File: src/design/bf33_pkg.sv
// Package for the 3x3 mean filter: field widths, register indexes, reset values,
// and the divide-by-nine reciprocal. It has no dependencies.
`timescale 1ns / 1ps

package bf33_pkg;

  localparam int MAX_WIDTH_DEF = 1024;
  localparam int MAX_HEIGHT    = 4096;

  localparam int PIX_W        = 8;
  localparam int ROW_W        = 12;
  localparam int WIDTH_REG_W  = 11;
  localparam int HEIGHT_REG_W = 13;
  localparam int CFG_W        = 13;
  localparam int CFG_IDX_W    = 1;

  localparam logic [WIDTH_REG_W-1:0]  WIDTH_RESET  = 11'd512;
  localparam logic [HEIGHT_REG_W-1:0] HEIGHT_RESET = 13'd512;

  // Nine pixels of at most 255 sum to at most 2295.
  localparam int                SUM_W       = 12;
  localparam logic [SUM_W-1:0]  SUM_MAX     = 12'd2295;
  localparam int                RECIP_W     = 13;
  localparam int                RECIP_SHIFT = 16;
  localparam logic [RECIP_W-1:0] RECIP9     = 13'd7282;

  typedef enum logic [CFG_IDX_W-1:0] {
    REG_FRAME_WIDTH  = 1'b0,
    REG_FRAME_HEIGHT = 1'b1
  } cfg_reg_t;

  typedef struct packed {
    logic [ROW_W-1:0] row;
    logic             last;
    logic             interior;
  } pos_t;

endpackage

File: src/design/bf33_window_sum.sv
// The six window registers of the two previous columns and the registered nine-pixel sum.
// Depends on bf33_pkg.
`timescale 1ns / 1ps

module bf33_window_sum #(
  parameter int COL_W = $clog2(bf33_pkg::MAX_WIDTH_DEF)
) (
  input  logic                        clk,
  input  logic                        rst,
  input  logic                        shift_en,
  input  logic [bf33_pkg::PIX_W-1:0]  top,
  input  logic [bf33_pkg::PIX_W-1:0]  mid,
  input  logic [bf33_pkg::PIX_W-1:0]  px,
  input  logic [COL_W-1:0]            col,
  input  bf33_pkg::pos_t              pos,
  output logic [bf33_pkg::SUM_W-1:0]  sum_q,
  output logic [COL_W-1:0]            col_q,
  output bf33_pkg::pos_t              pos_q
);
  import bf33_pkg::*;

  logic [PIX_W-1:0] win [6];
  logic [SUM_W-1:0] left_sum;
  logic [SUM_W-1:0] right_sum;

  assign left_sum  = SUM_W'(win[0]) + SUM_W'(win[1]) + SUM_W'(win[2])
                   + SUM_W'(win[3]) + SUM_W'(win[4]) + SUM_W'(win[5]);
  assign right_sum = SUM_W'(top) + SUM_W'(mid) + SUM_W'(px);

  always_ff @(posedge clk) begin
    if (rst) begin
      for (int i = 0; i < 6; i++) begin
        win[i] <= '0;
      end
    end else if (shift_en) begin
      win[3] <= win[0];
      win[4] <= win[1];
      win[5] <= win[2];
      win[0] <= top;
      win[1] <= mid;
      win[2] <= px;
    end
  end

  always_ff @(posedge clk) begin
    if (shift_en) begin
      sum_q <= left_sum + right_sum;
      col_q <= col;
      pos_q <= pos;
    end
  end

endmodule

File: config.mk
export PLATFORM = sky130hd
export DESIGN_NAME = bf33_window_sum
export DESIGN_NICKNAME = d
export VERILOG_FILES = /design/src/design/bf33_pkg.sv /design/src/design/bf33_window_sum.sv
export SDC_FILE = /design/constraint.sdc
export NUM_CORES = 1
export LEC_CHECK = 0
export ABC_CLOCK_PERIOD_IN_PS = 5060
export BUFFER_PORTS_ARGS = -buffer_cell sky130_fd_sc_hd__buf_2
export CORE_MARGIN = 2
export CORE_UTILIZATION = 56
export DETAILED_ROUTE_END_ITERATION = 7
export PLACE_DENSITY = 0.85
export REMOVE_ABC_BUFFERS = 1
export SYNTH_ARGS = -nofsm -noshare
export SYNTH_HDL_FRONTEND = slang
export SYNTH_SLANG_ARGS = --single-unit
File: constraint.sdc
create_clock -name clk -period 5.06 [get_ports clk]
set_input_delay 1.012 -clock clk [delete_from_list [all_inputs] [get_ports clk]]
set_output_delay 1.012 -clock clk [all_outputs]
set_load 0.1 [all_outputs]
==> reports/results.txt <==
Reg-to-reg critical path startpoint -> win[0][2]$_SDFFCE_PN0P_
Yosys warnings -> 0
Slew margin rel. -> 24.8%
Hold Crit Depth -> 1
Initial DRC count -> 76
Top-count cell post-synth -> edfxtp_1
Filler Cells Inserted -> 601
Share of flip-flops with an asynchronous set or reset -> 0%
CP Launch Type -> input pin
Final setup viols -> 0
HP Class -> reg2reg
Crit path kind -> in2reg
CP max stage delay -> 550 ps
Outcome -> finished clean
Mapped Area -> 4620 um^2
Crit. End Element -> register
Buf+Inv Stages, Crit Path -> 6
DR vias/cell -> 4.73
Worst reg-to-reg setup slack -> 950 ps
Non-Filler Instances -> 516
Reg2reg end -> sum_q[10]$_DFFE_PP_
H-tree Lvls -> 3
P&R area growth vs syn -> 16.2%
Max-cap violations -> 0
Post-synth top area share -> 54.6%
PortBufs -> 86
Crit path to -> sum_q[10]$_DFFE_PP_
Drt pass-1 iters -> 4
IO Pins -> 87
Tmin final -> 4560 ps
WL final -> 6800 um
Max-slew violations -> 0
DRC viols -> 0
Family with the most delay on the worst path -> adder cells
Avg WL per Cell -> 13.2 um
Fmax achieved -> 0.220 GHz
CTS tree -> built
Crit path from -> top[2]
Slowest-stage cell, CP -> fa_1
Post-synth EDFFs -> 84
Dominant cell type by area after synthesis -> edfxtp_1
Hpwl dp -> 5230 um
Leakage -> 0.00249 uW
Gr usage total -> 16.6%
Die Span Y -> 94.8 um
Largest net degree at the start of global routing -> 49
Clk buf depth -> 2
Cells after synthesis -> 313
Cts bufs inserted -> 9
Pwr Total -> 3230 uW
Initial Util -> 57.1%
Worst skew pair latency -> 360 ps
Hold buffers post-CTS -> 0
Root Buffer -> clkbuf_8
Clock transition at path regs -> 100 ps
Syn Area/Cell -> 14.8 um^2
Vias -> 2441
Setup Skew -> 11.4 ps
Critical Path Stages -> 17
Vias in the first global route -> 2560
GPL Wtd Cong -> 0.816
Layout cell share with drive strength beyond 1 -> 27.3%
Worst path required time -> 5180 ps
Peak VDD IR -> 287 uV
Final Hold Vio Count -> 0
Chip width -> 94.8 um
Nets -> 524
Post-CTS sizing -> 0
Worst reg2reg path depth -> 14
First-pass GRT wire length -> 11100 um
Dpl ws -> 106 ps
Antenna Cells -> 0
Seq/Total Area, Yosys -> 54.6%
Setup Buffers After CTS -> 0
Yosys reg bits -> 84
Hold slack -> 573 ps
GR Overflow Total -> 0
Placed instance count -> 500
Core ar. -> 8090 um^2
Crit path DAT -> 4670 ps
Synth unique cells -> 27
Worst path cell trace -> buf_2, inv_1, fa_1, inv_1, fa_1, fa_1, inv_1, fa_1, inv_1, ha_1, inv_1, fa_1, nor2b_4, o21bai_4, a21boi_2, o41a_1, xor2_1
Initial antenna violation count -> 0
RSZ-0062 raised after global routing -> no
Cell Pwr Density -> 602 nW/um^2
Commonest cells in the netlist -> edfxtp_1, inv_1, fa_1
Synth top area cells -> edfxtp_1, fa_1, and2_1
Die area -> 8990 um^2
CTS Sinks -> 84
Slew @ Worst Pin -> 1130 ps
Setup ws final -> 505 ps
Main flop type after synthesis -> edfxtp_1
Crit Path Max Fanout -> 2
Final cycle utilization of the critical path -> 90.0%
Fin Setup TNS -> 0 ps
Rows -> 33
Number of routed nets with antenna violations -> 0
per-stage QoR:
step           area [um^2]  utilization (%)
6_report              5370             66.3
3_5_place_dp          5170             63.9
5_1_grt               5370             66.3
4_1_cts               5370             66.3
3_3_place_gp          5170             63.9
2_1_floorplan         4600                -
state kept, by name, summed over array words and instances, names as in the netlist:
| register | flops |
|---|---|
| col_q | 10 |
| sum_q | 12 |
| win | 48 |
| pos_q | 14 |
cells in the final DEF, fill, tap and decap left out, drive strengths merged, types with 3 or more instances in the layout:
cell type / count
ha: 13
nand2: 3
and2: 48
buf: 87
clkbuf: 9
fa: 54
xnor2: 5
inv: 84
edfxtp: 84
nor2: 4
logic make-up after synthesis:
family                   after synthesis  synth area share [%]
flip-flops                            84                  54.6
AO/OA/AOI/OAI                         12                  2.44
buffers and inverters                 83                  6.77
XOR/XNOR                               7                  1.33
AND/OR/NAND/NOR                       60                  7.94
adder cells (fa/ha/maj)               67                  26.9
where the power goes:
| group | total (uW) | internal [uW] | switching [uW] |
|---|---|---|---|
| sequential | 987 | 951 | 36.7 |
| combinational | 1770 | 636 | 1130 |
| clock | 477 | 197 | 281 |
worst min path at each step:
stage                                  start  slack [ps]                  endpoint
global route        win[0][19]$_SDFFCE_PN0P_         610  win[0][43]$_SDFFCE_PN0P_
CTS                 win[0][19]$_SDFFCE_PN0P_         580  win[0][43]$_SDFFCE_PN0P_
floorplan           win[0][16]$_SDFFCE_PN0P_         550  win[0][40]$_SDFFCE_PN0P_
detailed placement  win[0][19]$_SDFFCE_PN0P_         560  win[0][43]$_SDFFCE_PN0P_
global placement    win[0][17]$_SDFFCE_PN0P_         560  win[0][41]$_SDFFCE_PN0P_
finish              win[0][19]$_SDFFCE_PN0P_         570  win[0][43]$_SDFFCE_PN0P_
cell type report:
type | count | area (um^2) | share of cell area [%]
well taps | 105 | 131 | 2.45
flip-flops and latches | 84 | 2520 | 47.0
clock inverters | 7 | 71.3 | 1.33
clock buffers | 9 | 124 | 2.31
inverters | 78 | 293 | 5.46
multi-input cells | 146 | 1790 | 33.3
repair buffers | 87 | 438 | 8.16
routing by layer:
| metal | GRT usage (%) | wire length [um] |
|---|---|---|
| met1 | 19.7 | 2840 |
| met4 | 7.97 | 144 |
| met3 | 3.67 | 291 |
| met2 | 28.9 | 3520 |
| met5 | 0 | 0 |
No activity file was read; power rests on OpenSTA's default activity.
