File: src/design/bf33_pkg.sv
// Package for the 3x3 mean filter: field widths, register indexes, reset values,
// and the divide-by-nine reciprocal. It has no dependencies.
`timescale 1ns / 1ps

package bf33_pkg;

  localparam int MAX_WIDTH_DEF = 1024;
  localparam int MAX_HEIGHT    = 4096;

  localparam int PIX_W        = 8;
  localparam int ROW_W        = 12;
  localparam int WIDTH_REG_W  = 11;
  localparam int HEIGHT_REG_W = 13;
  localparam int CFG_W        = 13;
  localparam int CFG_IDX_W    = 1;

  localparam logic [WIDTH_REG_W-1:0]  WIDTH_RESET  = 11'd512;
  localparam logic [HEIGHT_REG_W-1:0] HEIGHT_RESET = 13'd512;

  // Nine pixels of at most 255 sum to at most 2295.
  localparam int                SUM_W       = 12;
  localparam logic [SUM_W-1:0]  SUM_MAX     = 12'd2295;
  localparam int                RECIP_W     = 13;
  localparam int                RECIP_SHIFT = 16;
  localparam logic [RECIP_W-1:0] RECIP9     = 13'd7282;

  typedef enum logic [CFG_IDX_W-1:0] {
    REG_FRAME_WIDTH  = 1'b0,
    REG_FRAME_HEIGHT = 1'b1
  } cfg_reg_t;

  typedef struct packed {
    logic [ROW_W-1:0] row;
    logic             last;
    logic             interior;
  } pos_t;

endpackage

File: src/design/bf33_pos_ctrl.sv
// Frame size registers and the column and row counters of the incoming pixel.
// Depends on bf33_pkg.
`timescale 1ns / 1ps

module bf33_pos_ctrl #(
  parameter int MAX_WIDTH = bf33_pkg::MAX_WIDTH_DEF,
  parameter int COL_W     = $clog2(MAX_WIDTH)
) (
  input  logic                            clk,
  input  logic                            rst,
  input  logic                            cfg_we,
  input  logic [bf33_pkg::CFG_IDX_W-1:0]  cfg_index,
  input  logic [bf33_pkg::CFG_W-1:0]      cfg_data,
  input  logic                            advance,
  output logic [COL_W-1:0]                col,
  output bf33_pkg::pos_t                  pos
);
  import bf33_pkg::*;

  logic [WIDTH_REG_W-1:0]  frame_width;
  logic [HEIGHT_REG_W-1:0] frame_height;
  logic [ROW_W-1:0]        row;
  logic [COL_W-1:0]        w_m1;
  logic [ROW_W-1:0]        h_m1;
  logic                    col_end;
  logic                    row_end;

  always_comb begin
    if (frame_width < 11'd3) begin
      w_m1 = COL_W'(2);
    end else if (32'(frame_width) > MAX_WIDTH) begin
      w_m1 = COL_W'(MAX_WIDTH - 1);
    end else begin
      w_m1 = COL_W'(frame_width - 11'd1);
    end
    if (frame_height < 13'd3) begin
      h_m1 = ROW_W'(2);
    end else if (32'(frame_height) > MAX_HEIGHT) begin
      h_m1 = ROW_W'(MAX_HEIGHT - 1);
    end else begin
      h_m1 = ROW_W'(frame_height - 13'd1);
    end
  end

  assign col_end = (col == w_m1);
  assign row_end = (row == h_m1);

  always_ff @(posedge clk) begin
    if (rst) begin
      frame_width  <= WIDTH_RESET;
      frame_height <= HEIGHT_RESET;
      col          <= '0;
      row          <= '0;
    end else if (cfg_we) begin
      case (cfg_reg_t'(cfg_index))
        REG_FRAME_WIDTH:  frame_width  <= cfg_data[WIDTH_REG_W-1:0];
        REG_FRAME_HEIGHT: frame_height <= cfg_data[HEIGHT_REG_W-1:0];
        default: ;
      endcase
      col <= '0;
      row <= '0;
    end else if (advance) begin
      if (col_end) begin
        col <= '0;
        row <= row_end ? '0 : row + ROW_W'(1);
      end else begin
        col <= col + COL_W'(1);
      end
    end
  end

  assign pos.row      = row;
  assign pos.last     = col_end && row_end;
  assign pos.interior = (col >= COL_W'(2)) && (row >= ROW_W'(2));

endmodule

File: config.mk
export PLATFORM = sky130hd
export DESIGN_NAME = bf33_pos_ctrl
export DESIGN_NICKNAME = d
export VERILOG_FILES = /design/src/design/bf33_pkg.sv /design/src/design/bf33_pos_ctrl.sv
export SDC_FILE = /design/constraint.sdc
export NUM_CORES = 1
export LEC_CHECK = 0
export BUFFER_PORTS_ARGS = -buffer_cell sky130_fd_sc_hd__buf_2
export CAP_MARGIN = 40
export CORE_MARGIN = 8
export CORE_UTILIZATION = 35
export CTS_CLUSTER_SIZE = 40
export DETAILED_ROUTE_END_ITERATION = 8
export GPL_ROUTABILITY_DRIVEN = 0
export SLEW_MARGIN = 30
export SYNTH_ARGS = -nofsm -noshare
export SYNTH_HDL_FRONTEND = slang
export SYNTH_SLANG_ARGS = --single-unit
File: constraint.sdc
create_clock -name clk -period 4.45 [get_ports clk]
set_clock_uncertainty 0.15 [all_clocks]
set_input_delay 0.445 -clock clk [delete_from_list [all_inputs] [get_ports clk]]
set_output_delay 0.445 -clock clk [all_outputs]
set_load 0.05 [all_outputs]
==> summary.md <==
Clock-pin slew was measured on the worst setup and hold paths at 0.09 ns. The tools report the die area as 0.01245 mm2. The analysis attributes to cell leakage a power of 1.385 nW. The core region is 0.009065 mm2. Across the run, the number of max-cap violations was 0. The tools report the number of buffers created by CTS as 5. The number of I/O pins came out at 42. The first-pass GRT wire length is 14,750 um, and the number of nets in the layout is 481. At the pin with the least slew margin, the transition time is 0.6737 ns. The wire length per cell after detailed routing works out to 15.22 um. The sequential-to-total area share from yosys stat is 28.79%, and the floorplan row count is 35. Using the TritonRoute via totals, the vias-per-cell ratio works out to 5.545. The ratio of cells with drive above 1 in the final layout was 16.16%.

In this run, synthesis produced a sequential element count of 46. The run gives 0.003198 mm2 as the cell area after synthesis. The tree is rooted in a clkbuf_8. The logs give 2,983 for the number of global-route vias before repair and 26 for the maximum number of pins on one net before global-route repair. The number of DRC violations after detailed-routing iteration 0 was 239. Setup repair after global routing left no endpoint under its margin.

In this run, synthesis inferred 0 flip-flops with an integrated enable. The total setup buffers inserted after CTS is 0, and the number of nets produced by synthesis is 451. The die is 111.6 um wide. Compared with the post-synthesis result, the final layout area differs by 13.93%.

For the sum of routed wire length over all layers, the log shows 8659 um. Before antenna repair, the detailed router went through 4 iterations. In this run the tightest slew margin relative to its limit is 53.93%. Dividing the synthesized area by the synthesized cell count gives 7.490 um2. The flow ran to the end, and the final reports show no timing, DRC or antenna violations. Peak ir drop on the vdd network: 0.1283 mV. For this run, the number of Yosys warnings is 0. The worst setup path is launched from a flop.

TritonCTS built the clock tree. For this run, asynchronously set or reset flops after synthesis account for 0%. The total routing resource utilization after global routing was 13.92%; the number of endpoints with negative hold slack in the final report was 0.

For the worst setup path, the data required time is 3.86 ns. Counting along the longest clock path gives a buffer depth of 2. The overall die height is 111.6 um.

The final antenna-violating net count is 0. The critical path endpoint category was an output port. The power per cell area was 282.8 mW/mm2; the clock latency of the later-clocked register in the worst-skew pair was 0.30 ns. The H-tree generated during clock tree synthesis spans 2 levels.

The placed wire-length estimate was 6816 um. In the synthesized netlist the dominant register cell turns out to be dfxtp_1. After technology mapping, the gate count stands at 427. The area taken by flip-flops and latches is 920.9 um2.

The critical path class was flop to output port. For the final count of negative-setup-slack endpoints, the log shows 0. CTS saw 46 sinks.

In this run the tool buffered the top-level ports with 41 buffer cells. The type of the most critical hold path was primary input to flop. The total via count in the routed design was 3,155. The residual overflow from global routing is 0, and the ratio of final minimum period to clock period is 94.98%.

Subtracting the final worst setup slack from the clock period gives 4.227 ns. The total power is 1.031 mW. Aggregate negative setup slack: 0 ns.

Number of fill cells in the layout: 942. The run gives 0 as the max-slew violation count. After detailed routing, the number of remaining DRC violations is 0. For the number of distinct standard cells referenced by the synthesized netlist, the log shows 65. Based on the critical path, the design can be clocked at up to 236.6 MHz. Once the floorplan was initialized, standard cells occupied 35.28% of the core. 0 antenna diodes ended up in the layout.

In this run the worst path has a maximum fanout of 6. The data arrival time at the worst-slack endpoint was 3.63 ns. The logs give 0 for the initial antenna violation count and 0.002106 mm2 for the multi-input logic area.
## cells in the mapped netlist, drive strengths merged (3+ instances only)
cell	n	area (um2)
nand2b	5	31.28
nand4	9	56.30
nand4b	3	26.28
nor3b	3	22.52
o31a	3	26.28
nor2b	6	37.54
or4	8	68.82
nor3	15	75.07
nor4	6	52.55
nand3	10	50.05
a31oi	3	18.77
inv	19	71.32
nor2	28	105.1
ha	6	75.07
a21o	4	30.03
nand2	68	255.2
and2	3	20.02
o31ai	4	57.55
o22ai	3	18.77
a21oi	34	170.2
or2	3	18.77
and3	8	50.05
xnor2	8	70.07
dfxtp	46	920.9
or3	19	120.1
o21ai	21	105.1
buf	8	52.55
clkbuf	17	63.81
nand3b	3	22.52
o32ai	4	35.03
xor2	9	78.83
a311oi	4	35.03
o211ai	3	22.52
o41ai	4	53.81
## sequential cells by signal (all words and copies together), names as in the netlist
register,flops
frame_height,13
frame_width,11
col,10
row,12
## power by group
part | internal, mW | switching (mW) | leakage (nW)
Combinational | 0.0846 | 0.118 | 0.940
Sequential | 0.422 | 0.0171 | 0.374
Clock | 0.240 | 0.149 | 0.0714
## worst max-delay path, stage by stage (launching register included)
cell and delay (ns):
dfxtp_1 0.36, inv_1 0.07, ha_2 0.20, or4b_4 0.49
o31ai_4 0.30, o32ai_1 0.11, or4_1 0.52, or4_4 0.45
or4_4 0.56, nor2_4 0.10, buf_6 0.16
## metal layers
layer,global-route usage [%],vias to the layer above,routed length [um]
li1,-,1614,-
met1,19.44,1472,4516
met2,21.41,63,3697
met3,2.327,6,344
met4,3.920,0,99
met5,0,-,0
## cells by family (layout without fill, tap and decap cells)
family | Yosys count | count (layout) | share of synthesized area [%]
AOI/OAI and AO/OA | 111 | 111 | 24.84
xor gates and xnor gates | 17 | 17 | 4.656
adders and majority gates | 6 | 6 | 2.347
buffers and inverters | 44 | 75 | 5.869
DFF | 46 | 46 | 28.79
muxes | 2 | 2 | 0.6260
and+or+nand+nor | 201 | 201 | 32.86
## final cells by class
class | count | share of cell area, %
Multi-Input combinational cell | 337 | 57.80
Sequential cell | 46 | 25.27
Timing Repair Buffer | 48 | 7.246
Tap cell | 111 | 3.812
Clock buffer | 6 | 2.266
Inverter | 19 | 1.957
Clock inverter | 2 | 1.648
## metrics by stage
stage               instance area, um2  worst slack (ns)  hold WS, ns  std cells  util [%]
detailed placement                3481            0.2490       0.3283        561     38.40
global placement                  3481            0.2595       0.3353        561     38.40
floorplan                         3201            0.1403       0.3016        427         -
finish                            3643            0.2233       0.2282        569     40.19
global route                      3643           0.01838       0.2332        569     40.19
CTS                               3633           0.01526       0.2237        569     40.08
## cell usage in the layout (no fill, tap or decap), types with 4 or more instances in the layout
| cell | count |
|---|---|
| nand2_1 | 68 |
| dfxtp_1 | 46 |
| buf_2 | 40 |
| a21oi_1 | 34 |
| nor2_1 | 27 |
| o21ai_0 | 21 |
| inv_1 | 19 |
| or3_1 | 18 |
| nor3_1 | 15 |
| nand3_1 | 10 |
| xor2_1 | 9 |
| nand4_1 | 9 |
| xnor2_1 | 8 |
| and3_1 | 8 |
| buf_4 | 7 |
| nor2b_1 | 6 |
| clkbuf_8 | 6 |
| nor4_1 | 5 |
| nand2b_1 | 5 |
| or4_1 | 5 |
| ha_1 | 5 |
| o32ai_1 | 4 |
| a311oi_1 | 4 |
| a21o_1 | 4 |
## final timing paths
path / endpoint / slack [ns] / depth (start not counted) / start
max: pos[1] / 0.22 / 10 / frame_height[1]
min: frame_height[12] / 0.23 / 3 / cfg_data[12]
max reg2reg: row[0] / 0.50 / 10 / frame_width[1]
min reg2reg: frame_height[11] / 0.34 / 2 / frame_height[11]
## repair_timing
item | 4_1_cts | 5_1_grt
hold buffers | 0 | 0
pin swaps | 1 | 0
gates resized for setup | 3 | 3
cloned | 0 | 0
setup endpoints to repair | 1 | 1
(Power assumes the default switching activity.)
