File: src/design/bf33_pkg.sv
// Package for the 3x3 mean filter: field widths, register indexes, reset values,
// and the divide-by-nine reciprocal. It has no dependencies.
`timescale 1ns / 1ps

package bf33_pkg;

  localparam int MAX_WIDTH_DEF = 1024;
  localparam int MAX_HEIGHT    = 4096;

  localparam int PIX_W        = 8;
  localparam int ROW_W        = 12;
  localparam int WIDTH_REG_W  = 11;
  localparam int HEIGHT_REG_W = 13;
  localparam int CFG_W        = 13;
  localparam int CFG_IDX_W    = 1;

  localparam logic [WIDTH_REG_W-1:0]  WIDTH_RESET  = 11'd512;
  localparam logic [HEIGHT_REG_W-1:0] HEIGHT_RESET = 13'd512;

  // Nine pixels of at most 255 sum to at most 2295.
  localparam int                SUM_W       = 12;
  localparam logic [SUM_W-1:0]  SUM_MAX     = 12'd2295;
  localparam int                RECIP_W     = 13;
  localparam int                RECIP_SHIFT = 16;
  localparam logic [RECIP_W-1:0] RECIP9     = 13'd7282;

  typedef enum logic [CFG_IDX_W-1:0] {
    REG_FRAME_WIDTH  = 1'b0,
    REG_FRAME_HEIGHT = 1'b1
  } cfg_reg_t;

  typedef struct packed {
    logic [ROW_W-1:0] row;
    logic             last;
    logic             interior;
  } pos_t;

endpackage

File: src/design/bf33_div9.sv
// Divide-by-nine through a reciprocal multiply, feeding the result register.
// Depends on bf33_pkg.
`timescale 1ns / 1ps

module bf33_div9 #(
  parameter int COL_W = $clog2(bf33_pkg::MAX_WIDTH_DEF)
) (
  input  logic                        clk,
  input  logic                        load,
  input  logic [bf33_pkg::SUM_W-1:0]  sum,
  input  logic [COL_W-1:0]            col,
  input  bf33_pkg::pos_t              pos,
  output logic [bf33_pkg::PIX_W-1:0]  mean_value,
  output logic [COL_W-1:0]            centre_column,
  output logic [bf33_pkg::ROW_W-1:0]  centre_row,
  output logic                        frame_last
);
  import bf33_pkg::*;

  logic [SUM_W+RECIP_W-1:0] prod;

  // Exact floor for every sum up to 2295.
  assign prod = (SUM_W+RECIP_W)'(sum) * (SUM_W+RECIP_W)'(RECIP9);

  always_ff @(posedge clk) begin
    if (load) begin
      mean_value    <= prod[RECIP_SHIFT +: PIX_W];
      centre_column <= col - COL_W'(1);
      centre_row    <= pos.row - ROW_W'(1);
      frame_last    <= pos.last;
    end
  end

endmodule

File: config.mk
export PLATFORM = sky130hd
export DESIGN_NAME = bf33_div9
export DESIGN_NICKNAME = d
export VERILOG_FILES = /design/src/design/bf33_pkg.sv /design/src/design/bf33_div9.sv
export SDC_FILE = /design/constraint.sdc
export NUM_CORES = 1
export LEC_CHECK = 0
export BUFFER_PORTS_ARGS = -buffer_cell sky130_fd_sc_hd__buf_2
export CAP_MARGIN = 25
export CORE_UTILIZATION = 35
export CTS_BUF_LIST = sky130_fd_sc_hd__clkbuf_2 sky130_fd_sc_hd__clkbuf_4 sky130_fd_sc_hd__clkbuf_8
export CTS_CLUSTER_SIZE = 24
export DETAILED_ROUTE_END_ITERATION = 8
export GPL_TIMING_DRIVEN = 0
export PLACE_DENSITY_LB_ADDON = 0.05
export SETUP_SLACK_MARGIN = 0.15
export SYNTH_ARGS = -nofsm -noshare
export SYNTH_HDL_FRONTEND = slang
export SYNTH_SLANG_ARGS = --single-unit
File: constraint.sdc
create_clock -name clk -period 7.9 [get_ports clk]
set_input_delay 1.58 -clock clk [delete_from_list [all_inputs] [get_ports clk]]
set_output_delay 1.58 -clock clk [all_outputs]
set_load 0.005 [all_outputs]
==> metrics.sh, run 1 <==
ROOT_BUFFER='clkbuf_8'
TIMING.SLEW.HEADROOM_PCT=54.37
STATUS='complete, no violations'
GLOBALROUTEOVERFLOWTOTAL=0
CORE-AREA_UM2=8891
MAPPEDNETLISTNETS=422
POWER.IR.VDD_WORST_uV=138.9
PERIOD_SHARE_PCT=75.75
SYNTH_ENABLE_FLOP_CELLS=31
VIAS_AFTER_DETAILED_ROUTING=2212
ROUTED_VIA_DENSITY=4.706
POWER.DENSITY_CELL_AREA_nW_PER_UM2=270.1
CTS_TREE='built'
ANTENNA_CELLS_INSERTED=0
MIN_PERIOD_NS=5.985
CTS.HOLD.BUFFERS_ADDED=0
SYNTH_TOP_AREA_SHARE_PCT=28.35
GRT_FIRST_PASS_WIRELENGTH_UM=11010
WORSTHOLDPATHTYPE='primary input to register'
NUMBER_OF_DESIGN_RULE_VIOLATIONS_LEFT_BY_THE_FIRST_DETAILED_ROUTER_ITERATION=44
TIGHTEST_SLEW_NS=0.6845
WORST-ENDPOINT-ARRIVAL_NS=5.99
P_TOTAL_W=0.001038
CRIT_PATH_CELL_TRACE='buf_2, inv_1, fa_1, inv_1, ha_1, inv_1, fa_1, inv_1, fa_1, inv_1, fa_1, inv_1, ha_1, a21oi_1, o21ai_0, a21boi_0, a2111oi_0, nor3_1'
CTSLONGESTPATHBUFFERS=2
N_FILL_CELL=882
FINISH.UTILIZATION_PCT=43.22
FLOORPLAN.INITIALDENSITY_PCT=36.93
SYNTH.YOSYS.WARNINGS=0
PATH_BUF_INV=7
SYNTH-MAIN-FF-CELL='edfxtp_1'
SETUP_REPAIR_AFTER_GLOBAL_ROUTING_MISSED_ITS_MARGIN='false'
SYNTHESIS.AREA_UM2=3283
FINISH.NET_COUNT=496
GRT_ANTENNA_BEFORE_REPAIR=0
YOSYS-TOP-CELLS-AREA='edfxtp_1 (28%), ha_1 (26%), fa_1 (18%)'
ACHIEVABLE-FREQUENCY_MHz=167.1
STD_CELL_ROWS=34
GRT_PASS1_VIAS=2345
SYNTH_AREA_PER_CELL_UM2=11.44
GRT_MAX_DEGREE=32
MAXCAPVIOLCOUNT=0
CTS_BUFFERS=5
CTSRESIZECOUNT=0
YS_FF_LATCH=31
TIMING_MAX_TRANSITION_VIOLATIONS_FINAL=0
SEQUENTIAL_CELL_AREA_UM2=930.9
FINALSETUPVIOLCOUNT=0
DETAIL-ROUTE-ANTENNA-NETS=0
DR.PASS1.ITERS=3
DIE_WIDTH_UM=98.85
LAYOUT_CELLS_SIZED_ABOVE_1_PCT=21.82
DETAIL_ROUTE.DRC_VIOLATIONS=0
CRIT_REQUIRED_NS=7.91
FINALHOLDVIOLATIONS=0
SYNTH.CELLS.MOST_FREQUENT='ha_1 (68), inv_1 (55), edfxtp_1 (31)'
WL_UM=6368
DPL-INSTANCE-AREA_UM2=3754
NUMBER_OF_CLOCK_SINKS=31
AREA_OF_THE_MULTI_INPUT_GATES_UM2=2146
WORST_SETUP_PATH_END_KIND='register'
YOSYSMOSTFREQUENTCELL='ha_1'
GLOBALPLACE.CONGESTION=0.7304
CP_MAX_FO=3
FINALINSTANCEAREA_UM2=3842
CRITICAL-PATH-MAX-STAGE-DELAY_NS=0.53
CLKTRANSATPATHREGS_NS=0.06
YOSYSUNIQUECELLTYPES=36
CRIT_PATH_START_KIND='primary input'
SYNTH.LARGEST_AREA_CELL='edfxtp_1'
NETLIST_INSTANCES=287
ROUTED_WIRE_LENGTH_PER_INSTANCE_UM=13.55
YS_ASYNC_SR_FRACTION_PCT=0
DP.FINAL_HPWL_UM=5605
CRIT_TYPE='primary input to register'
PATH_COMMON_CELL='inv_1'
IO_PINS=69
WORST_PATH_MAX_DELAY_CELL='fa_1'
DIE_AREA_UM2=9771
LEAKAGEPOWER_nW=1.937
GLOBALROUTETOTALUTIL_PCT=14.24
DIE_HEIGHT_UM=98.85
HTREE_LEVELS=2
TIMING.HOLD.WS_NS=1.491
POST_CTS.REPAIR.SETUP_BUFFERS=0
SYN_TO_FINAL_GROWTH_PCT=17.04
YS_SEQ_AREA_SHARE_PCT=28.35
PORT-BUFFER-COUNT=67
CRITPATHTOPFAMILY='adder cells'
TIMING.SETUP.TNS_NS=0
path summary, 6_finish.rpt:
| check | startpoint | to | slack (ns) | cells after the start |
|---|---|---|---|---|
| min | pos[1] | frame_last | 1.49 | 1 |
| max | sum[1] | mean_value[7] | 1.92 | 18 |
report_power, final:
group | total [W] | switching (W) | internal, W
Sequential | 0.000248 | 0.00000651 | 0.000241
Combinational | 0.000668 | 0.000371 | 0.000297
Clock | 0.000122 | 0.0000534 | 0.0000685
Total | 0.00104 | 0.000431 | 0.000606
kinds of logic after synthesis:
family / synth area share [%]
and+or+nand+nor: 7.889
xor gates and xnor gates: 7.888
buffers and inverters: 6.288
AOI/OAI and AO/OA: 5.984
DFF: 28.35
adders and majority gates: 43.60
per-layer routing:
metal  up-vias  GRT usage [%]  wire, um
met3         2          1.986       260
met5         -              0         0
met1      1024          18.75      3070
met4         0          3.789        38
li1       1136              -         -
met2        50          24.53      2998
stage by stage:
step	worst slack, ns	instances
after detailed placement	1.609	462
final	1.915	470
after global placement	1.618	462
after floorplan	2.245	287
after global routing	1.503	470
after CTS	1.879	470
area by class of cell:
type,instances,share of cell area (%)
Clock buffer,7,2.182
Tap cell,108,3.517
Multi-Input combinational cell,201,55.84
Sequential cell,31,24.23
Clock inverter,1,0.1303
Timing Repair Buffer,67,8.727
Inverter,55,5.373
layout by cell type, fill, tap and decap left out, types with 4 or more instances in the layout:
cell type | synthesis | layout
a211oi_1 | 4 | 4
a21oi_1 | 7 | 7
buf_2 | 0 | 67
clkbuf_8 | 0 | 5
edfxtp_1 | 31 | 31
fa_1 | 29 | 29
ha_1 | 68 | 68
inv_1 | 55 | 55
nand2_1 | 11 | 11
nand3_1 | 9 | 9
nor2_1 | 9 | 9
nor3_1 | 4 | 4
o21ai_0 | 6 | 6
xnor2_1 | 10 | 10
xor2_1 | 17 | 17
sequential cells by signal (all words and copies together) (netlist names):
register and count:
centre_row 12, centre_column 10, mean_value 8, frame_last 1
(Power assumes the default switching activity.)
==> run 2, diff against run 1 <==
- ABC_AREA: unset -> 1
- clock period: 7.9 -> 5.2 ns (I/O delays scaled with it)
==> run 2 against run 1 <==
Cell area grew 11%. Via count rose by 24%. Sequential power grew 48%. Clock-buffer cell count fell by 2. Routed wire length up 19%. Die area increased by 10%.
==> metrics.sh, run 2 <==
STATUS='complete, no violations'  # unchanged
SYN_TO_FINAL_GROWTH_PCT=17.23  # was 17.04%
MOSTFREQUENTLAYOUTCELL='inv_1'  # was ha_1
GRT_FIRST_PASS_WIRELENGTH_UM=13230  # was 11,010 um
YOSYSUNIQUECELLTYPES=29  # was 36
SYNTH_TOP_AREA_SHARE_PCT=25.64  # was 28.35%
YOSYSMOSTFREQUENTCELL='inv_1'  # was ha_1
CRIT_PATH_START_KIND='primary input'  # unchanged
CORE-AREA_UM2=9910  # was 8891 um^2
POWER.DENSITY_CELL_AREA_nW_PER_UM2=470.0  # was 270.1 nW/um^2
SYNTH.LARGEST_AREA_CELL='edfxtp_1'  # unchanged
TIGHTEST_SLEW_NS=0.6859  # was 0.6845 ns
CTS_TREE='built'  # unchanged
SETUP_REPAIR_AFTER_GLOBAL_ROUTING_MISSED_ITS_MARGIN='false'  # unchanged
WORST_SETUP_PATH_END_KIND='register'  # unchanged
SYNTH_AREA_PER_CELL_UM2=9.382  # was 11.44 um^2
TIMING_MAX_TRANSITION_VIOLATIONS_FINAL=0  # unchanged
GRT_MAX_DEGREE=32  # unchanged
VIAS_AFTER_DETAILED_ROUTING=2752  # was 2,212
CRITICAL-PATH-MAX-STAGE-DELAY_NS=0.53  # about the same
HTREE_LEVELS=2  # unchanged
CTS_BUFFERS=5  # unchanged
LAYOUT_CELLS_SIZED_ABOVE_1_PCT=20.35  # was 21.82%
GLOBALROUTEOVERFLOWTOTAL=0  # unchanged
WORST_PATH_MAX_DELAY_CELL='fa_1'  # unchanged
CRIT_REQUIRED_NS=5.24  # was 7.91 ns
TIMING.SETUP.TNS_NS=0  # unchanged
GLOBALPLACE.CONGESTION=0.8152  # was 0.7304
CTSLONGESTPATHBUFFERS=2  # unchanged
DIE_HEIGHT_UM=103.9  # was 98.85 um
WORSTHOLDPATHTYPE='primary input to register'  # unchanged
FLOORPLAN.INITIALDENSITY_PCT=36.64  # was 36.93%
TIMING.SLEW.HEADROOM_PCT=54.28  # was 54.37%
NUMBER_OF_DESIGN_RULE_VIOLATIONS_LEFT_BY_THE_FIRST_DETAILED_ROUTER_ITERATION=52  # was 44
PERIOD_SHARE_PCT=93.35
SYNTH.YOSYS.WARNINGS=0  # unchanged
DP.FINAL_HPWL_UM=6728  # was 5605 um
DETAIL-ROUTE-ANTENNA-NETS=0  # unchanged
GRT_PASS1_VIAS=2907  # was 2,345
YS_SEQ_AREA_SHARE_PCT=25.64  # was 28.35%
N_FILL_CELL=1026  # was 882
SYNTH.CELLS.MOST_FREQUENT='inv_1 (72), nand2_1 (69), ha_1 (68)'  # was ha_1 (68), inv_1 (55), edfxtp_1 (31)
LARGEST_REGISTER='centre_row'  # unchanged
SYNTHESIS.AREA_UM2=3631  # was 3283 um^2
NETLIST_INSTANCES=387  # was 287
FINALHOLDVIOLATIONS=0  # unchanged
FINALSETUPVIOLCOUNT=0  # unchanged
SYNTH-MAIN-FF-CELL='edfxtp_1'  # unchanged
POWER.IR.VDD_WORST_uV=222.0  # was 138.9 uV
NUMBER_OF_CLOCK_SINKS=31  # unchanged
CRIT_PATH_CELL_TRACE='buf_2, inv_1, fa_1, inv_1, ha_1, inv_1, fa_1, inv_1, fa_1, inv_1, fa_1, inv_1, ha_2, nand2_2, inv_1, a21boi_2, nand2_1, nand2_1, nand3_1, nand2_1, nand2_1'  # was buf_2, inv_1, fa_1, inv_1, ha_1, inv_1, fa_1, inv_1, fa_1, inv_1, fa_1, inv_1, ha_1, a21oi_1, o21ai_0, a21boi_0, a2111oi_0, nor3_1
DETAIL_ROUTE.DRC_VIOLATIONS=0  # unchanged
DIE_AREA_UM2=10790  # was 9771 um^2
P_TOTAL_W=0.002000  # was 0.001038 W
CP_MAX_FO=4  # was 3
ROUTED_VIA_DENSITY=4.625  # was 4.706
TOP_REGS='centre_row: 12 flops, centre_column: 10 flops, mean_value: 8 flops'  # unchanged
YOSYS-TOP-CELLS-AREA='edfxtp_1 (26%), ha_1 (23%), fa_1 (16%)'  # was edfxtp_1 (28%), ha_1 (26%), fa_1 (18%)
CLKTRANSATPATHREGS_NS=0.06  # about the same
SYNTH_ENABLE_FLOP_CELLS=31  # unchanged
IO_PINS=69  # unchanged
MOSTFREQUENTLAYOUTCELLS='inv_1 (72), nand2_1 (68), ha_1 (67), buf_2 (67), edfxtp_1 (31)'  # was ha_1 (68), buf_2 (67), inv_1 (55)
YS_ASYNC_SR_FRACTION_PCT=0  # unchanged
GLOBALROUTETOTALUTIL_PCT=15.31  # was 14.24%
LEAKAGEPOWER_nW=2.273  # was 1.937 nW
ROUTED_WIRE_LENGTH_PER_INSTANCE_UM=12.78  # was 13.55 um
CRIT_TYPE='primary input to register'  # unchanged
GRT_ANTENNA_BEFORE_REPAIR=0  # unchanged
ANTENNA_CELLS_INSERTED=0  # unchanged
MIN_PERIOD_NS=4.854
MAPPEDNETLISTNETS=522  # was 422
ACHIEVABLE-FREQUENCY_MHz=206.0
CTS.HOLD.BUFFERS_ADDED=0  # unchanged
MAXCAPVIOLCOUNT=0  # unchanged
PORT-BUFFER-COUNT=67  # unchanged
DR.PASS1.ITERS=4  # was 3
FINISH.NET_COUNT=596  # was 496
WORST-ENDPOINT-ARRIVAL_NS=4.89  # was 5.99 ns
DIE_WIDTH_UM=103.9  # was 98.85 um
LARGEST_REG_FLOPS=12  # unchanged
ROOT_BUFFER='clkbuf_8'  # unchanged
WL_UM=7607  # was 6368 um
PATH_COMMON_CELL='inv_1'  # unchanged
YS_FF_LATCH=31  # unchanged
STD_CELL_ROWS=36  # was 34
## run 2: path summary, 6_finish.rpt
| check | start | endpoint | slack, ns | cells after the start |
|---|---|---|---|---|
| max | sum[1] | mean_value[7] | 0.35 | 21 |
| min | pos[1] | frame_last | 0.94 | 1 |
## run 2: area by class of cell
class	instances	area, um^2	share of cell area, %
Clock inverter	3	38.79	0.9112
Multi-Input combinational cell	280	2431	57.11
Inverter	76	285.3	6.702
Sequential cell	31	930.9	21.87
Tap cell	133	166.4	3.909
Clock buffer	5	68.82	1.617
Timing Repair Buffer	67	335.3	7.878
## run 2: power breakdown
group	switching [W]	total [W]	internal, W
Combinational	0.000857	0.00141	0.000548
Sequential	0.00000828	0.000367	0.000358
Clock	0.0000882	0.000228	0.000140
## run 2: timing repair
| action | 4_1_cts | 5_1_grt |
|---|---|---|
| setup buffers | 0 | 0 |
| endpoints found under the setup margin | 0 | 6 |
| gates resized for setup | 0 | 5 |
## run 2: cell families after synthesis
kind of cell | Yosys count | synth area share (%)
compound gates | 34 | 5.513
xor+xnor | 21 | 5.066
fa+ha+maj | 97 | 39.42
buf+inv | 76 | 7.857
flops | 31 | 25.64
simple gates | 128 | 16.51
## run 2: through the flow
step / area [um^2] / setup WS, ns / util, % / hold WS [ns] / std cells
after floorplan: 3631 / 0.3950 / - / 1.139 / 387
after global placement: 4133 / -0.007795 / 41.70 / 1.222 / 587
after detailed placement: 4133 / -0.04932 / 41.70 / 1.218 / 587
after CTS: 4240 / 0.2489 / 42.79 / 0.9257 / 595
after global routing: 4257 / 0.1559 / 42.95 / 0.9217 / 595
final: 4257 / 0.3457 / 42.95 / 0.9351 / 595
## run 2: metal layers
layer / routed length [um] / vias up / GRT usage (%)
li1: - / 1408 / -
met1: 3576 / 1274 / 18.59
met2: 3649 / 66 / 27.67
met3: 320 / 4 / 2.694
met4: 60 / 0 / 4.184
met5: 0 / - / 0
## run 2: critical path: cells and delay by family
| kind | cells | cell delay (ns) |
|---|---|---|
| and+or+nand+nor | 6 | 0.49 |
| adders and majority gates | 6 | 2.68 |
| buffers and inverters | 8 | 0.51 |
| AOI/OAI and AO/OA | 1 | 0.16 |
==> run 3, diff against run 2 <==
- CORE_UTILIZATION: 35 -> 40
==> run 3 against run 2 <==
Clock-buffer cell count rose by 1. Core utilization rose by 5.0 points. Clock power fell by 21%. Worst setup slack improved by 0.025 ns. Via count fell by 0.29%. Cell area fell by 1.3%. Highest routed layer unchanged. First-iteration DRC count rose by 54%. Global-route usage rose by 1.8 points. Combinational power barely moved.
==> metrics.sh, run 3 (synthesis results as in run 2) <==
GRT_ANTENNA_BEFORE_REPAIR=0  # unchanged
CTS_TREE='built'  # unchanged
WL_UM=7329  # was 7607 um
GLOBALPLACE.CONGESTION=0.8679  # was 0.8152
GRT_PASS1_VIAS=2862  # was 2,907
DIE_HEIGHT_UM=97.28  # was 103.9 um
WORST_HOLD_PATH.ENDPOINT='frame_last'  # unchanged
PERIOD_SHARE_PCT=92.87  # was 93.35%
CP_MAX_FO=4  # unchanged
DIE_AREA_UM2=9462  # was 10,790 um^2
ANTENNA_CELLS_INSERTED=0  # unchanged
FINALHOLDVIOLATIONS=0  # unchanged
LARGEST_REG_FLOPS=12  # unchanged
HOLD_DEPTH=1  # unchanged
HOLDCRITSTARTPOINT='pos[1]'  # unchanged
DETAIL_ROUTE.DRC_VIOLATIONS=0  # unchanged
DR.PASS1.ITERS=4  # unchanged
POWER.IR.VDD_WORST_uV=188.1  # was 222.0 uV
SEQUENTIAL_CELL_AREA_UM2=930.9  # unchanged
STD_CELL_ROWS=34  # was 36
GLOBALROUTEOVERFLOWTOTAL=0  # unchanged
MOSTFREQUENTLAYOUTCELLS='inv_1 (72), nand2_1 (68), ha_1 (67), buf_2 (67), edfxtp_1 (31)'  # unchanged
STATUS='complete, no violations'  # unchanged
ROUTED_WIRE_LENGTH_PER_INSTANCE_UM=12.86  # was 12.78 um
CTSLONGESTPATHBUFFERS=2  # unchanged
WORSTHOLDPATHTYPE='primary input to register'  # unchanged
LEAKAGEPOWER_nW=2.261  # was 2.273 nW
CLKTRANSATPATHREGS_NS=0.06  # about the same
SETUP_REPAIR_AFTER_GLOBAL_ROUTING_MISSED_ITS_MARGIN='true'  # was false
VIAS_AFTER_DETAILED_ROUTING=2744  # was 2,752
HTREE_LEVELS=2  # unchanged
CRIT_PATH_START_KIND='primary input'  # unchanged
ACHIEVABLE-FREQUENCY_MHz=207.1  # was 206.0 MHz
CRIT_TYPE='primary input to register'  # unchanged
DP.FINAL_HPWL_UM=6499  # was 6728 um
CTSRESIZECOUNT=0  # unchanged
NUMBER_OF_DESIGN_RULE_VIOLATIONS_LEFT_BY_THE_FIRST_DETAILED_ROUTER_ITERATION=80  # was 52
NUMBER_OF_CLOCK_SINKS=31  # unchanged
GLOBALROUTETOTALUTIL_PCT=17.08  # was 15.31%
TIGHTEST_SLEW_NS=0.6972  # was 0.6859 ns
N_FILL_CELL=893  # was 1,026
LAYOUT_CELLS_SIZED_ABOVE_1_PCT=20.13  # was 20.35%
PORT-BUFFER-COUNT=67  # unchanged
TOP_REGS='centre_row: 12 flops, centre_column: 10 flops, mean_value: 8 flops'  # unchanged
SYN_TO_FINAL_GROWTH_PCT=15.71  # was 17.23%
WORST_SETUP_PATH_END_KIND='register'  # unchanged
FINISH.NET_COUNT=596  # unchanged
POWER.DENSITY_CELL_AREA_nW_PER_UM2=461.0  # was 470.0 nW/um^2
TIMING_MAX_TRANSITION_VIOLATIONS_FINAL=0  # unchanged
DIE_WIDTH_UM=97.28  # was 103.9 um
POST_CTS.REPAIR.SETUP_BUFFERS=0  # unchanged
TIMING.SETUP.TNS_NS=0  # unchanged
GRT_FIRST_PASS_WIRELENGTH_UM=13030  # was 13,230 um
WORST-ENDPOINT-ARRIVAL_NS=4.85  # was 4.89 ns
GRT_MAX_DEGREE=32  # unchanged
ROOT_BUFFER='clkbuf_8'  # unchanged
DETAIL-ROUTE-ANTENNA-NETS=0  # unchanged
LARGEST_REGISTER='centre_row'  # unchanged
FINALSETUPVIOLCOUNT=0  # unchanged
TIMING.HOLD.WS_NS=0.9480  # was 0.9351 ns
FLOORPLAN.INITIALDENSITY_PCT=41.43  # was 36.64%
TIMING.SLEW.HEADROOM_PCT=53.52  # was 54.28%
P_TOTAL_W=0.001937  # was 0.002000 W
ROUTED_VIA_DENSITY=4.814  # was 4.625
MAXCAPVIOLCOUNT=0  # unchanged
MOSTFREQUENTLAYOUTCELL='inv_1'  # unchanged
CTS.HOLD.BUFFERS_ADDED=0  # unchanged
CORE-AREA_UM2=8763  # was 9910 um^2
AREA_OF_THE_MULTI_INPUT_GATES_UM2=2431  # unchanged
MIN_PERIOD_NS=4.829  # was 4.854 ns
CTS_BUFFERS=5  # unchanged
IO_PINS=69  # unchanged
CRIT_REQUIRED_NS=5.22  # was 5.24 ns
==> run 3: changes by cell type in the layout (fill, tap and decap cells not counted), sizes merged <==
cell	delta
bufinv	-1
clkbuf	+1
==> run 3: metrics by stage <==
stage	util [%]	cell area [um^2]	setup slack, ns	std cells
finish	47.94	4202	0.3710	570
global route	47.94	4202	0.1398	570
CTS	47.76	4185	0.2467	570
detailed placement	46.80	4101	-0.03479	562
global placement	46.80	4101	-0.04055	562
floorplan	-	3631	0.3950	387
==> run 3: how the worst max path moves through the flow <==
| stage | from | end | slack, ns | cells after the start |
|---|---|---|---|---|
| after CTS | sum[1] | mean_value[4] | 0.25 | 19 |
| after global routing | sum[1] | mean_value[7] | 0.14 | 21 |
| final | sum[1] | mean_value[4] | 0.37 | 19 |
| after global placement | sum[1] | mean_value[4] | -0.04 | 19 |
| after floorplan | sum[1] | mean_value[7] | 0.39 | 20 |
| after detailed placement | sum[1] | mean_value[4] | -0.03 | 19 |
==> run 3: where the power goes <==
group          switching [W]  internal, W
sequential         0.0000111     0.000359
clock              0.0000829    0.0000962
combinational       0.000845     0.000543
total               0.000939     0.000998
==> run 3: layer usage <==
layer / vias up / GRT usage, % / part of all wire, %
li1: 1413 / - / -
met1: 1269 / 21.59 / 46
met2: 56 / 30.88 / 49
met3: 6 / 2.014 / 3.9
met4: 0 / 4.412 / 1.1
met5: - / 0 / 0
==> run 3: critical path, stage by stage <==
cell and delay, ns:
buf_2 0.11, inv_1 0.06, fa_1 0.53, inv_1 0.06
ha_1 0.32, inv_1 0.07, fa_1 0.50, inv_1 0.05
fa_1 0.49, inv_1 0.05, fa_1 0.53, inv_1 0.05
ha_2 0.31, a21oi_2 0.17, o21ai_1 0.12, a21boi_1 0.21
nand2_1 0.07, nand2_1 0.05, nand2_1 0.05
==> run 3: layout make-up <==
| class | count | share of cell area (%) |
|---|---|---|
| inverter | 76 | 6.790 |
| sequential | 31 | 22.16 |
| timing repair buffer | 67 | 7.981 |
| multi-input combinational | 280 | 57.86 |
| clock buffer | 6 | 1.817 |
| clock inverter | 2 | 0.1787 |
| tap | 108 | 3.216 |
